### config.mk
export PLATFORM = sky130hd
export DESIGN_NAME = matrix_add_multiply_3x3_flat
export DESIGN_NICKNAME = d
export VERILOG_FILES = /design/src/sv/mam_pkg.sv /design/src/sv/mam_stream_if.sv /design/src/sv/mam_ram.sv /design/src/sv/mam_ctrl.sv /design/src/sv/mam_dp.sv /design/src/sv/matrix_add_multiply_3x3.sv /design/src/flat_wrapper.sv
export SDC_FILE = /design/constraint.sdc
export NUM_CORES = 1
export LEC_CHECK = 0
export BUFFER_PORTS_ARGS = -buffer_cell sky130_fd_sc_hd__buf_2
export CORE_MARGIN = 2
export CORE_UTILIZATION = 30
export DETAILED_ROUTE_END_ITERATION = 6
export PLACE_DENSITY = 0.42
export SETUP_SLACK_MARGIN = 0.1
export SYNTH_ARGS = -nofsm -noshare
export SYNTH_HDL_FRONTEND = slang
export SYNTH_HIERARCHICAL = 1
export SYNTH_SLANG_ARGS = --single-unit
### constraint.sdc
create_clock -name clk_i -period 8.6 [get_ports clk_i]
set_input_delay 0.86 -clock clk_i [delete_from_list [all_inputs] [get_ports clk_i]]
set_output_delay 0.86 -clock clk_i [all_outputs]
set_load 0.02 [all_outputs]
### src/sv/mam_pkg.sv
`timescale 1ns / 1ps
// Shared types and result field widths for the matrix add and multiply block.
// No dependencies.
package mam_pkg;

  // Result field widths
  localparam int SUM_W  = 17;
  localparam int PROD_W = 33;
  localparam int IDX_W  = 2;

  // Read and compute command, one per store read
  typedef struct packed {
    logic             rd;
    logic             is_sum;
    logic             first_step;
    logic             final_step;
    logic             last;
    logic [IDX_W-1:0] row;
    logic [IDX_W-1:0] col;
  } mam_cmd_t;

  // Store write enables
  typedef struct packed {
    logic we_a;
    logic we_b;
  } mam_wr_t;

  // Datapath status towards the controller
  typedef struct packed {
    logic busy;
    logic out_full;
  } mam_status_t;

endpackage

### src/sv/mam_stream_if.sv
`timescale 1ns / 1ps
// Valid/ready stream interfaces for input elements and result items.
// Depends on mam_pkg for the result field widths.
interface mam_in_if #(
  parameter int ELEM_WIDTH = 16
);
  logic                         valid;
  logic                         ready;
  logic signed [ELEM_WIDTH-1:0] elem_value;

  modport source (output valid, output elem_value, input ready);
  modport sink   (input valid, input elem_value, output ready);
endinterface

interface mam_out_if;
  logic                             valid;
  logic                             ready;
  logic signed [mam_pkg::SUM_W-1:0]  sum_elem;
  logic signed [mam_pkg::PROD_W-1:0] product_elem;
  logic [mam_pkg::IDX_W-1:0]        row_index;
  logic [mam_pkg::IDX_W-1:0]        col_index;
  logic                             last_elem;

  modport source (
    output valid, output sum_elem, output product_elem,
    output row_index, output col_index, output last_elem, input ready
  );
  modport sink (
    input valid, input sum_elem, input product_elem,
    input row_index, input col_index, input last_elem, output ready
  );
endinterface

### src/sv/mam_ram.sv
`timescale 1ns / 1ps
// Generic single-write, single-read RAM with registered read data.
// No dependencies.
module mam_ram #(
  parameter int WIDTH = 16,
  parameter int DEPTH = 9
) (
  input  logic                     clk_i,
  input  logic                     we_i,
  input  logic [$clog2(DEPTH)-1:0] waddr_i,
  input  logic [WIDTH-1:0]         wdata_i,
  input  logic [$clog2(DEPTH)-1:0] raddr_i,
  output logic [WIDTH-1:0]         rdata_o
);

  logic [WIDTH-1:0] mem_q [DEPTH];
  logic [WIDTH-1:0] rdata_q;

  // Write and read, read data registered
  always_ff @(posedge clk_i) begin
    if (we_i) begin
      mem_q[waddr_i] <= wdata_i;
    end
    rdata_q <= mem_q[raddr_i];
  end

  assign rdata_o = rdata_q;

endmodule

### src/sv/mam_ctrl.sv
`timescale 1ns / 1ps
// Controller: load counter, result sequencing and store read addressing.
// Depends on mam_pkg for command and status types.
module mam_ctrl #(
  parameter int DIM = 3
) (
  input  logic                                clk_i,
  input  logic                                rst_ni,
  input  logic                                in_valid_i,
  output logic                                in_ready_o,
  output mam_pkg::mam_wr_t                    wr_o,
  output logic [$clog2(DIM*DIM)-1:0]          waddr_o,
  output mam_pkg::mam_cmd_t                   cmd_o,
  output logic [$clog2(DIM*DIM)-1:0]          raddr_a_o,
  output logic [$clog2(DIM*DIM)-1:0]          raddr_b_o,
  input  mam_pkg::mam_status_t                status_i
);

  localparam int CELLS = DIM * DIM;
  localparam int AW    = $clog2(CELLS);
  localparam int PW    = $clog2(2 * CELLS);
  localparam int IW    = $clog2(DIM);
  localparam int KW    = $clog2(DIM + 1);

  typedef enum logic [1:0] {
    S_LOAD,
    S_ISSUE,
    S_WAIT
  } state_e;

  state_e            state_q;
  logic [PW-1:0]     pos_q;
  logic [IW-1:0]     row_q;
  logic [IW-1:0]     col_q;
  logic [KW-1:0]     step_q;
  mam_pkg::mam_cmd_t cmd_q;
  logic [AW-1:0]     raddr_a_q;
  logic [AW-1:0]     raddr_b_q;

  logic          accept;
  logic          in_a;
  logic          pos_last;
  logic [IW-1:0] k_sel;
  logic [AW-1:0] a_addr;
  logic [AW-1:0] b_addr;
  logic          step_end;
  logic          res_last;
  logic          drained;

  // Load side: route each item to store A or B
  assign accept   = in_valid_i && (state_q == S_LOAD);
  assign in_a     = pos_q < PW'(CELLS);
  assign pos_last = pos_q == PW'(2 * CELLS - 1);
  assign waddr_o  = in_a ? AW'(pos_q) : AW'(pos_q - PW'(CELLS));
  assign wr_o.we_a = accept && in_a;
  assign wr_o.we_b = accept && !in_a;
  assign in_ready_o = (state_q == S_LOAD);

  // Read addresses: step zero fetches the pair for the sum, then one k per step
  assign k_sel    = (step_q == '0) ? col_q : IW'(step_q - KW'(1));
  assign a_addr   = AW'(row_q * DIM + k_sel);
  assign b_addr   = (step_q == '0) ? AW'(row_q * DIM + col_q) : AW'(k_sel * DIM + col_q);
  assign step_end = step_q == KW'(DIM);
  assign res_last = (row_q == IW'(DIM - 1)) && (col_q == IW'(DIM - 1));
  assign drained  = !cmd_q.rd && !status_i.busy;

  // State, counters and registered command
  always_ff @(posedge clk_i or negedge rst_ni) begin
    if (!rst_ni) begin
      state_q   <= S_LOAD;
      pos_q     <= '0;
      row_q     <= '0;
      col_q     <= '0;
      step_q    <= '0;
      cmd_q     <= '0;
      raddr_a_q <= '0;
      raddr_b_q <= '0;
    end else begin
      case (state_q)
        S_LOAD: begin
          cmd_q <= '0;
          if (accept) begin
            if (pos_last) begin
              pos_q   <= '0;
              row_q   <= '0;
              col_q   <= '0;
              step_q  <= '0;
              state_q <= S_ISSUE;
            end else begin
              pos_q <= pos_q + PW'(1);
            end
          end
        end
        S_ISSUE: begin
          cmd_q.rd         <= 1'b1;
          cmd_q.is_sum     <= (step_q == '0);
          cmd_q.first_step <= (step_q == KW'(1));
          cmd_q.final_step <= step_end;
          cmd_q.last       <= res_last;
          cmd_q.row        <= mam_pkg::IDX_W'(row_q);
          cmd_q.col        <= mam_pkg::IDX_W'(col_q);
          raddr_a_q        <= a_addr;
          raddr_b_q        <= b_addr;
          if (step_end) begin
            step_q  <= '0;
            state_q <= S_WAIT;
          end else begin
            step_q <= step_q + KW'(1);
          end
        end
        S_WAIT: begin
          cmd_q <= '0;
          // Hold until the pipeline drains and the result register is free
          if (drained && !status_i.out_full) begin
            if (res_last) begin
              state_q <= S_LOAD;
            end else begin
              if (col_q == IW'(DIM - 1)) begin
                col_q <= '0;
                row_q <= row_q + IW'(1);
              end else begin
                col_q <= col_q + IW'(1);
              end
              state_q <= S_ISSUE;
            end
          end
        end
        default: begin
          cmd_q   <= '0;
          state_q <= S_LOAD;
        end
      endcase
    end
  end

  assign cmd_o     = cmd_q;
  assign raddr_a_o = raddr_a_q;
  assign raddr_b_o = raddr_b_q;

endmodule

### src/sv/mam_dp.sv
`timescale 1ns / 1ps
// Datapath: element stores, multiply-accumulate pipeline and result register.
// Depends on mam_pkg and mam_ram.
module mam_dp #(
  parameter int DIM        = 3,
  parameter int ELEM_WIDTH = 16
) (
  input  logic                                 clk_i,
  input  logic                                 rst_ni,
  input  logic [ELEM_WIDTH-1:0]                elem_i,
  input  mam_pkg::mam_wr_t                     wr_i,
  input  logic [$clog2(DIM*DIM)-1:0]           waddr_i,
  input  mam_pkg::mam_cmd_t                    cmd_i,
  input  logic [$clog2(DIM*DIM)-1:0]           raddr_a_i,
  input  logic [$clog2(DIM*DIM)-1:0]           raddr_b_i,
  output mam_pkg::mam_status_t                 status_o,
  output logic                                 out_valid_o,
  input  logic                                 out_ready_i,
  output logic signed [mam_pkg::SUM_W-1:0]     out_sum_o,
  output logic signed [mam_pkg::PROD_W-1:0]    out_prod_o,
  output logic [mam_pkg::IDX_W-1:0]            out_row_o,
  output logic [mam_pkg::IDX_W-1:0]            out_col_o,
  output logic                                 out_last_o
);

  localparam int CELLS = DIM * DIM;

  logic [ELEM_WIDTH-1:0]          a_rd;
  logic [ELEM_WIDTH-1:0]          b_rd;
  logic signed [ELEM_WIDTH-1:0]   a_s;
  logic signed [ELEM_WIDTH-1:0]   b_s;
  logic signed [2*ELEM_WIDTH-1:0] mul;
  logic signed [ELEM_WIDTH:0]     add_w;

  mam_pkg::mam_cmd_t cmd1_q;
  mam_pkg::mam_cmd_t cmd2_q;

  logic signed [mam_pkg::PROD_W-1:0] prod_q;
  logic signed [mam_pkg::SUM_W-1:0]  sum_q;
  logic signed [mam_pkg::PROD_W-1:0] acc_q;
  logic signed [mam_pkg::PROD_W-1:0] acc_d;

  logic                              out_valid_q;
  logic signed [mam_pkg::SUM_W-1:0]  out_sum_q;
  logic signed [mam_pkg::PROD_W-1:0] out_prod_q;
  logic [mam_pkg::IDX_W-1:0]         out_row_q;
  logic [mam_pkg::IDX_W-1:0]         out_col_q;
  logic                              out_last_q;

  // Element stores
  mam_ram #(.WIDTH(ELEM_WIDTH), .DEPTH(CELLS)) u_ram_a (
    .clk_i  (clk_i),
    .we_i   (wr_i.we_a),
    .waddr_i(waddr_i),
    .wdata_i(elem_i),
    .raddr_i(raddr_a_i),
    .rdata_o(a_rd)
  );

  mam_ram #(.WIDTH(ELEM_WIDTH), .DEPTH(CELLS)) u_ram_b (
    .clk_i  (clk_i),
    .we_i   (wr_i.we_b),
    .waddr_i(waddr_i),
    .wdata_i(elem_i),
    .raddr_i(raddr_b_i),
    .rdata_o(b_rd)
  );

  // Stage one arithmetic on the read data
  assign a_s   = signed'(a_rd);
  assign b_s   = signed'(b_rd);
  assign mul   = a_s * b_s;
  assign add_w = (ELEM_WIDTH + 1)'(a_s) + (ELEM_WIDTH + 1)'(b_s);

  // Stage two accumulation, restarting on the first k
  assign acc_d = cmd2_q.first_step ? prod_q : acc_q + prod_q;

  // Command pipeline and result valid
  always_ff @(posedge clk_i or negedge rst_ni) begin
    if (!rst_ni) begin
      cmd1_q      <= '0;
      cmd2_q      <= '0;
      out_valid_q <= 1'b0;
    end else begin
      cmd1_q <= cmd_i;
      cmd2_q <= cmd1_q;
      if (cmd2_q.rd && cmd2_q.final_step) begin
        out_valid_q <= 1'b1;
      end else if (out_ready_i) begin
        out_valid_q <= 1'b0;
      end
    end
  end

  // Payload registers
  always_ff @(posedge clk_i) begin
    if (cmd1_q.rd) begin
      if (cmd1_q.is_sum) begin
        sum_q <= mam_pkg::SUM_W'(add_w);
      end else begin
        prod_q <= mam_pkg::PROD_W'(mul);
      end
    end
    if (cmd2_q.rd && !cmd2_q.is_sum) begin
      acc_q <= acc_d;
    end
    // Load the result register on the last k
    if (cmd2_q.rd && cmd2_q.final_step) begin
      out_sum_q  <= sum_q;
      out_prod_q <= acc_d;
      out_row_q  <= cmd2_q.row;
      out_col_q  <= cmd2_q.col;
      out_last_q <= cmd2_q.last;
    end
  end

  assign status_o.busy     = cmd1_q.rd || cmd2_q.rd;
  assign status_o.out_full = out_valid_q;

  assign out_valid_o = out_valid_q;
  assign out_sum_o   = out_sum_q;
  assign out_prod_o  = out_prod_q;
  assign out_row_o   = out_row_q;
  assign out_col_o   = out_col_q;
  assign out_last_o  = out_last_q;

endmodule

### src/sv/matrix_add_multiply_3x3.sv
`timescale 1ns / 1ps
// Matrix add and multiply: loads A then B, one element per cycle (2*DIM*DIM elements).
// After the last element of B, each result is made by DIM + 1 reads through the single
// read port of each store, then the registered read, multiply and accumulate stages.
// Loading resumes after the last result.
// Reset clears the load counter, sequencer and result valid; store contents stay undefined.
module matrix_add_multiply_3x3 #(
  parameter int DIM        = 3,
  parameter int ELEM_WIDTH = 16
) (
  input  logic      clk_i,
  input  logic      rst_ni,
  mam_in_if.sink    in_if,
  mam_out_if.source out_if
);

  localparam int AW = $clog2(DIM * DIM);

  mam_pkg::mam_wr_t     wr;
  mam_pkg::mam_cmd_t    cmd;
  mam_pkg::mam_status_t status;
  logic [AW-1:0]        waddr;
  logic [AW-1:0]        raddr_a;
  logic [AW-1:0]        raddr_b;
  logic                 in_ready;

  // Sequencer
  mam_ctrl #(.DIM(DIM)) u_ctrl (
    .clk_i     (clk_i),
    .rst_ni    (rst_ni),
    .in_valid_i(in_if.valid),
    .in_ready_o(in_ready),
    .wr_o      (wr),
    .waddr_o   (waddr),
    .cmd_o     (cmd),
    .raddr_a_o (raddr_a),
    .raddr_b_o (raddr_b),
    .status_i  (status)
  );

  // Stores and arithmetic
  mam_dp #(.DIM(DIM), .ELEM_WIDTH(ELEM_WIDTH)) u_dp (
    .clk_i      (clk_i),
    .rst_ni     (rst_ni),
    .elem_i     (in_if.elem_value),
    .wr_i       (wr),
    .waddr_i    (waddr),
    .cmd_i      (cmd),
    .raddr_a_i  (raddr_a),
    .raddr_b_i  (raddr_b),
    .status_o   (status),
    .out_valid_o(out_if.valid),
    .out_ready_i(out_if.ready),
    .out_sum_o  (out_if.sum_elem),
    .out_prod_o (out_if.product_elem),
    .out_row_o  (out_if.row_index),
    .out_col_o  (out_if.col_index),
    .out_last_o (out_if.last_elem)
  );

  assign in_if.ready = in_ready;

endmodule

### src/flat_wrapper.sv
// flat-port wrapper written by rule: the top's interface ports become plain ports
module matrix_add_multiply_3x3_flat 
#(
  parameter int DIM        = 3,
  parameter int ELEM_WIDTH = 16
)
  (clk_i, rst_ni, in_if_valid, in_if_elem_value, in_if_ready, out_if_valid, out_if_sum_elem, out_if_product_elem, out_if_row_index, out_if_col_index, out_if_last_elem, out_if_ready);
  mam_in_if #(.ELEM_WIDTH(ELEM_WIDTH)) in_if_i ();
  mam_out_if out_if_i ();
  input  logic clk_i;
  input  logic rst_ni;
  input wire logic [$bits(in_if_i.valid)-1:0] in_if_valid;
  input wire logic [$bits(in_if_i.elem_value)-1:0] in_if_elem_value;
  output wire logic [$bits(in_if_i.ready)-1:0] in_if_ready;
  output wire logic [$bits(out_if_i.valid)-1:0] out_if_valid;
  output wire logic [$bits(out_if_i.sum_elem)-1:0] out_if_sum_elem;
  output wire logic [$bits(out_if_i.product_elem)-1:0] out_if_product_elem;
  output wire logic [$bits(out_if_i.row_index)-1:0] out_if_row_index;
  output wire logic [$bits(out_if_i.col_index)-1:0] out_if_col_index;
  output wire logic [$bits(out_if_i.last_elem)-1:0] out_if_last_elem;
  input wire logic [$bits(out_if_i.ready)-1:0] out_if_ready;
  assign in_if_i.valid = in_if_valid;
  assign in_if_i.elem_value = in_if_elem_value;
  assign in_if_ready = in_if_i.ready;
  assign out_if_valid = out_if_i.valid;
  assign out_if_sum_elem = out_if_i.sum_elem;
  assign out_if_product_elem = out_if_i.product_elem;
  assign out_if_row_index = out_if_i.row_index;
  assign out_if_col_index = out_if_i.col_index;
  assign out_if_last_elem = out_if_i.last_elem;
  assign out_if_i.ready = out_if_ready;
  matrix_add_multiply_3x3 #(.DIM(DIM), .ELEM_WIDTH(ELEM_WIDTH)) u_core (.clk_i(clk_i), .rst_ni(rst_ni), .in_if(in_if_i), .out_if(out_if_i));
endmodule
==> flow_summary.yaml <==
drt:
  wl_per_cell_um: 18.3
  vias: 18000
  detail_route.vias_per_cell: 4.54
  route.antenna.remaining_nets: 0
  firstDrtPassIters: 5
  wl_um: 72700
  drc: 0
  drt_iter0_markers: 951
setup_path:
  worstPathMaxFanout: 16
  cp.arrival_ns: 7.23
  end_kind: "flop"
  max_stage_delay_ns: 0.67
  criticalPathCategory: "reg -> reg"
  cp_slowest_cell: "dfxtp_1"
  crit_family: "adder cells"
  path_cells: "ha_1, inv_1, fa_1, inv_1, fa_1, inv_1, fa_1, inv_1, fa_1, fa_1, inv_1, fa_1, inv_1, ha_1, and4_4, o211ai_1, a21oi_1, o21a_1, o21ai_2, a21oi_1, a21oi_2, mux2i_1, or4_1"
  r2r_slack_ns: 1.74
  crit_required_ns: 8.97
  cp-start-kind: "flop"
  path_buf_inv: 6
floorplanning:
  fp-row-count: 117
  dieWidth_um: 325
  num_io_pins: 77
  core_area_mm2: 0.102
  die_area_mm2: 0.106
  initial_core_util_pct: 30.3
  die_h_um: 325
cts:
  ctsHoldBuffers: 0
  numClockSinks: 506
  insertion_delay_ns: 0.66
  cts_tree: "built"
  numCtsBuffers: 60
  path_clk_slew_ns: 0.06
  clk_path_buf_depth: 3
  post-cts-setup-buffers: 0
  htree_levels: 2
  cts.repair.resized: 0
  cts_root_buf: "clkbuf_16"
sta:
  tightest_slew_ns: 1.25
  min_period_over_period_pct: 79.7
  rsz0062_at_grt: "false"
  finClkSkew_ns: 0.0346
  slew_violations: 0
  tns_ns: 0
  fin_crit_ns: 6.86
  setup_viol: 0
  hold_viol_final: 0
  max_freq_mhz: 146
  slew_headroom_pct: 17.0
synth:
  synth_top_family_by_area: "adder cells"
  synthesis.nets: 2912
  synth.cell_area_mm2: 0.0310
  synth_area_per_cell_um2: 12.5
  synthSimpleGateAreaFrac_pct: 8.96
  synthAdderAreaFrac_pct: 23.2
  synth_xor_area_share_pct: 2.18
  yosys-mux-area-fraction_pct: 4.80
  synth_seq_area_share_pct: 47.2
  ys.flop_type: "edfxtp_1"
  ys_warn_count: 6
  syn-instance-count: 2478
  synth_edf_count: 425
  ys_types: 84
  synth_compound_area_share_pct: 8.09
  async_flop_share_pct: 9.68
  ys_seq_elements: 506
finish:
  layout_commonest_cell: "edfxtp_1"
  final_cell_mix: "edfxtp_1, inv_1, fa_1, nand2_1, ha_1"
  drive_gt1_share_pct: 12.8
  antennaDiodeCount: 0
  flow.area_growth_from_synthesis_pct: 12.4
  nets: 2985
global_route:
  overflow: 0
  grt_pass1_wl_um: 113000
  grt_max_degree: 68
  antenna_found_initial: 7
  grt_use_total_pct: 13.7
  grt_pass1_vias: 19300
placement:
  port_buffers: 76
  gp_congestion: 0.846
  hpwl_um: 51700
flow_run:
  cap_violations: 0
status:
  status: "complete, no violations"
hold_path:
  min_path_type: "in -> async"
cell families after synthesis:
group | count (synthesis)
simple gates | 568
flops | 506
fa+ha+maj | 414
compound gates | 351
mux | 140
buf+inv | 422
xor+xnor | 77
final cells by class:
class                   count  area [um2]
clock buffers              84        1670
clock inverters            30         285
fillers                 10200       67300
inverters                 338        1270
multi-input cells        1550       14700
flip-flops and latches    506       14600
well taps                1368        1710
repair buffers             95         523
layer usage:
| layer | vias up | track usage (%) | part of all wire, % |
|---|---|---|---|
| met3 | 110 | 2.02 | 3.6 |
| met4 | 0 | 3.82 | 2.4 |
| met2 | 296 | 22.8 | 46 |
| met1 | 9028 | 18.7 | 48 |
| met5 | - | 0 | 0 |
| li1 | 8614 | - | - |
registers in the layout, indices dropped and copies added, names as in the netlist, 4 cells and up:
name	flops
u_core/u_dp/acc_q	33
u_core/u_dp/out_prod_o	33
u_core/u_dp/u_ram_a/mem_q	144
u_core/u_dp/sum_q	17
u_core/u_ctrl/cmd_o	9
u_core/u_ctrl/pos_q	5
u_core/u_ctrl/raddr_b_o	4
u_core/u_dp/u_ram_b/mem_q	144
u_core/u_dp/prod_q	32
u_core/u_dp/u_ram_b/rdata_o	16
u_core/u_dp/u_ram_a/rdata_o	16
u_core/u_dp/cmd1_q	9
u_core/u_dp/cmd2_q	9
u_core/u_dp/out_sum_o	17
u_core/u_ctrl/raddr_a_o	4
worst reg2reg max path, delay by kind of cell (launching register included):
family	cells	cell delay, ns
fa+ha+maj	8	3.61
compound gates	6	1.14
simple gates	2	0.75
flops	1	0.67
buf+inv	6	0.33
mux	1	0.12
final timing paths:
kind	cells past startpoint	start	to
min reg2reg	0	u_core/u_dp/cmd1_q[3]$_DFF_PN0_	u_core/u_dp/cmd2_q[3]$_DFF_PN0_
min in group clk_i	0	u_core/u_dp/cmd1_q[3]$_DFF_PN0_	u_core/u_dp/cmd2_q[3]$_DFF_PN0_
max in group asynchronous	2	rst_ni	u_core/u_ctrl/raddr_b_o[3]$_DFFE_PN0P_
min	2	rst_ni	u_core/u_ctrl/pos_q[2]$_DFFE_PN0P_
max reg2reg	23	u_core/u_dp/u_ram_b/rdata_o[7]$_DFF_P_	u_core/u_dp/prod_q[29]$_DFFE_PP_
max	23	u_core/u_dp/u_ram_b/rdata_o[7]$_DFF_P_	u_core/u_dp/prod_q[29]$_DFFE_PP_
through the flow:
step | util, % | instance area, um2 | cells | worst slack [ns] | hold slack, ns
after floorplan | - | 31000 | 2478 | 2.40 | 0.331
after global placement | 32.2 | 32900 | 3857 | 1.84 | 0.334
after detailed placement | 32.2 | 32900 | 3857 | 1.74 | 0.335
after CTS | 34.1 | 34800 | 3971 | 1.74 | 0.309
after global routing | 34.1 | 34800 | 3971 | 1.36 | 0.341
final | 34.1 | 34800 | 3971 | 1.74 | 0.307
synthesized netlist by cell type, types with 49 or more instances:
master,count,area share [%]
fa_1,266,17
and2_1,125,2.5
o21ai_0,68,1.1
mux2_2,68,2.5
inv_1,337,4.1
edfxtp_1,425,41
nand2_1,245,3.0
a21oi_1,69,1.1
dfrtp_1,49,4.0
mux2i_1,70,2.3
xnor2_1,56,1.6
ha_1,148,6.0
nor2_1,77,0.93
clkbuf_1,57,0.69
Power is left out: the tool's default activity adds up to more than one toggle a clock period on the data nets, which glitch-free logic cannot reach.
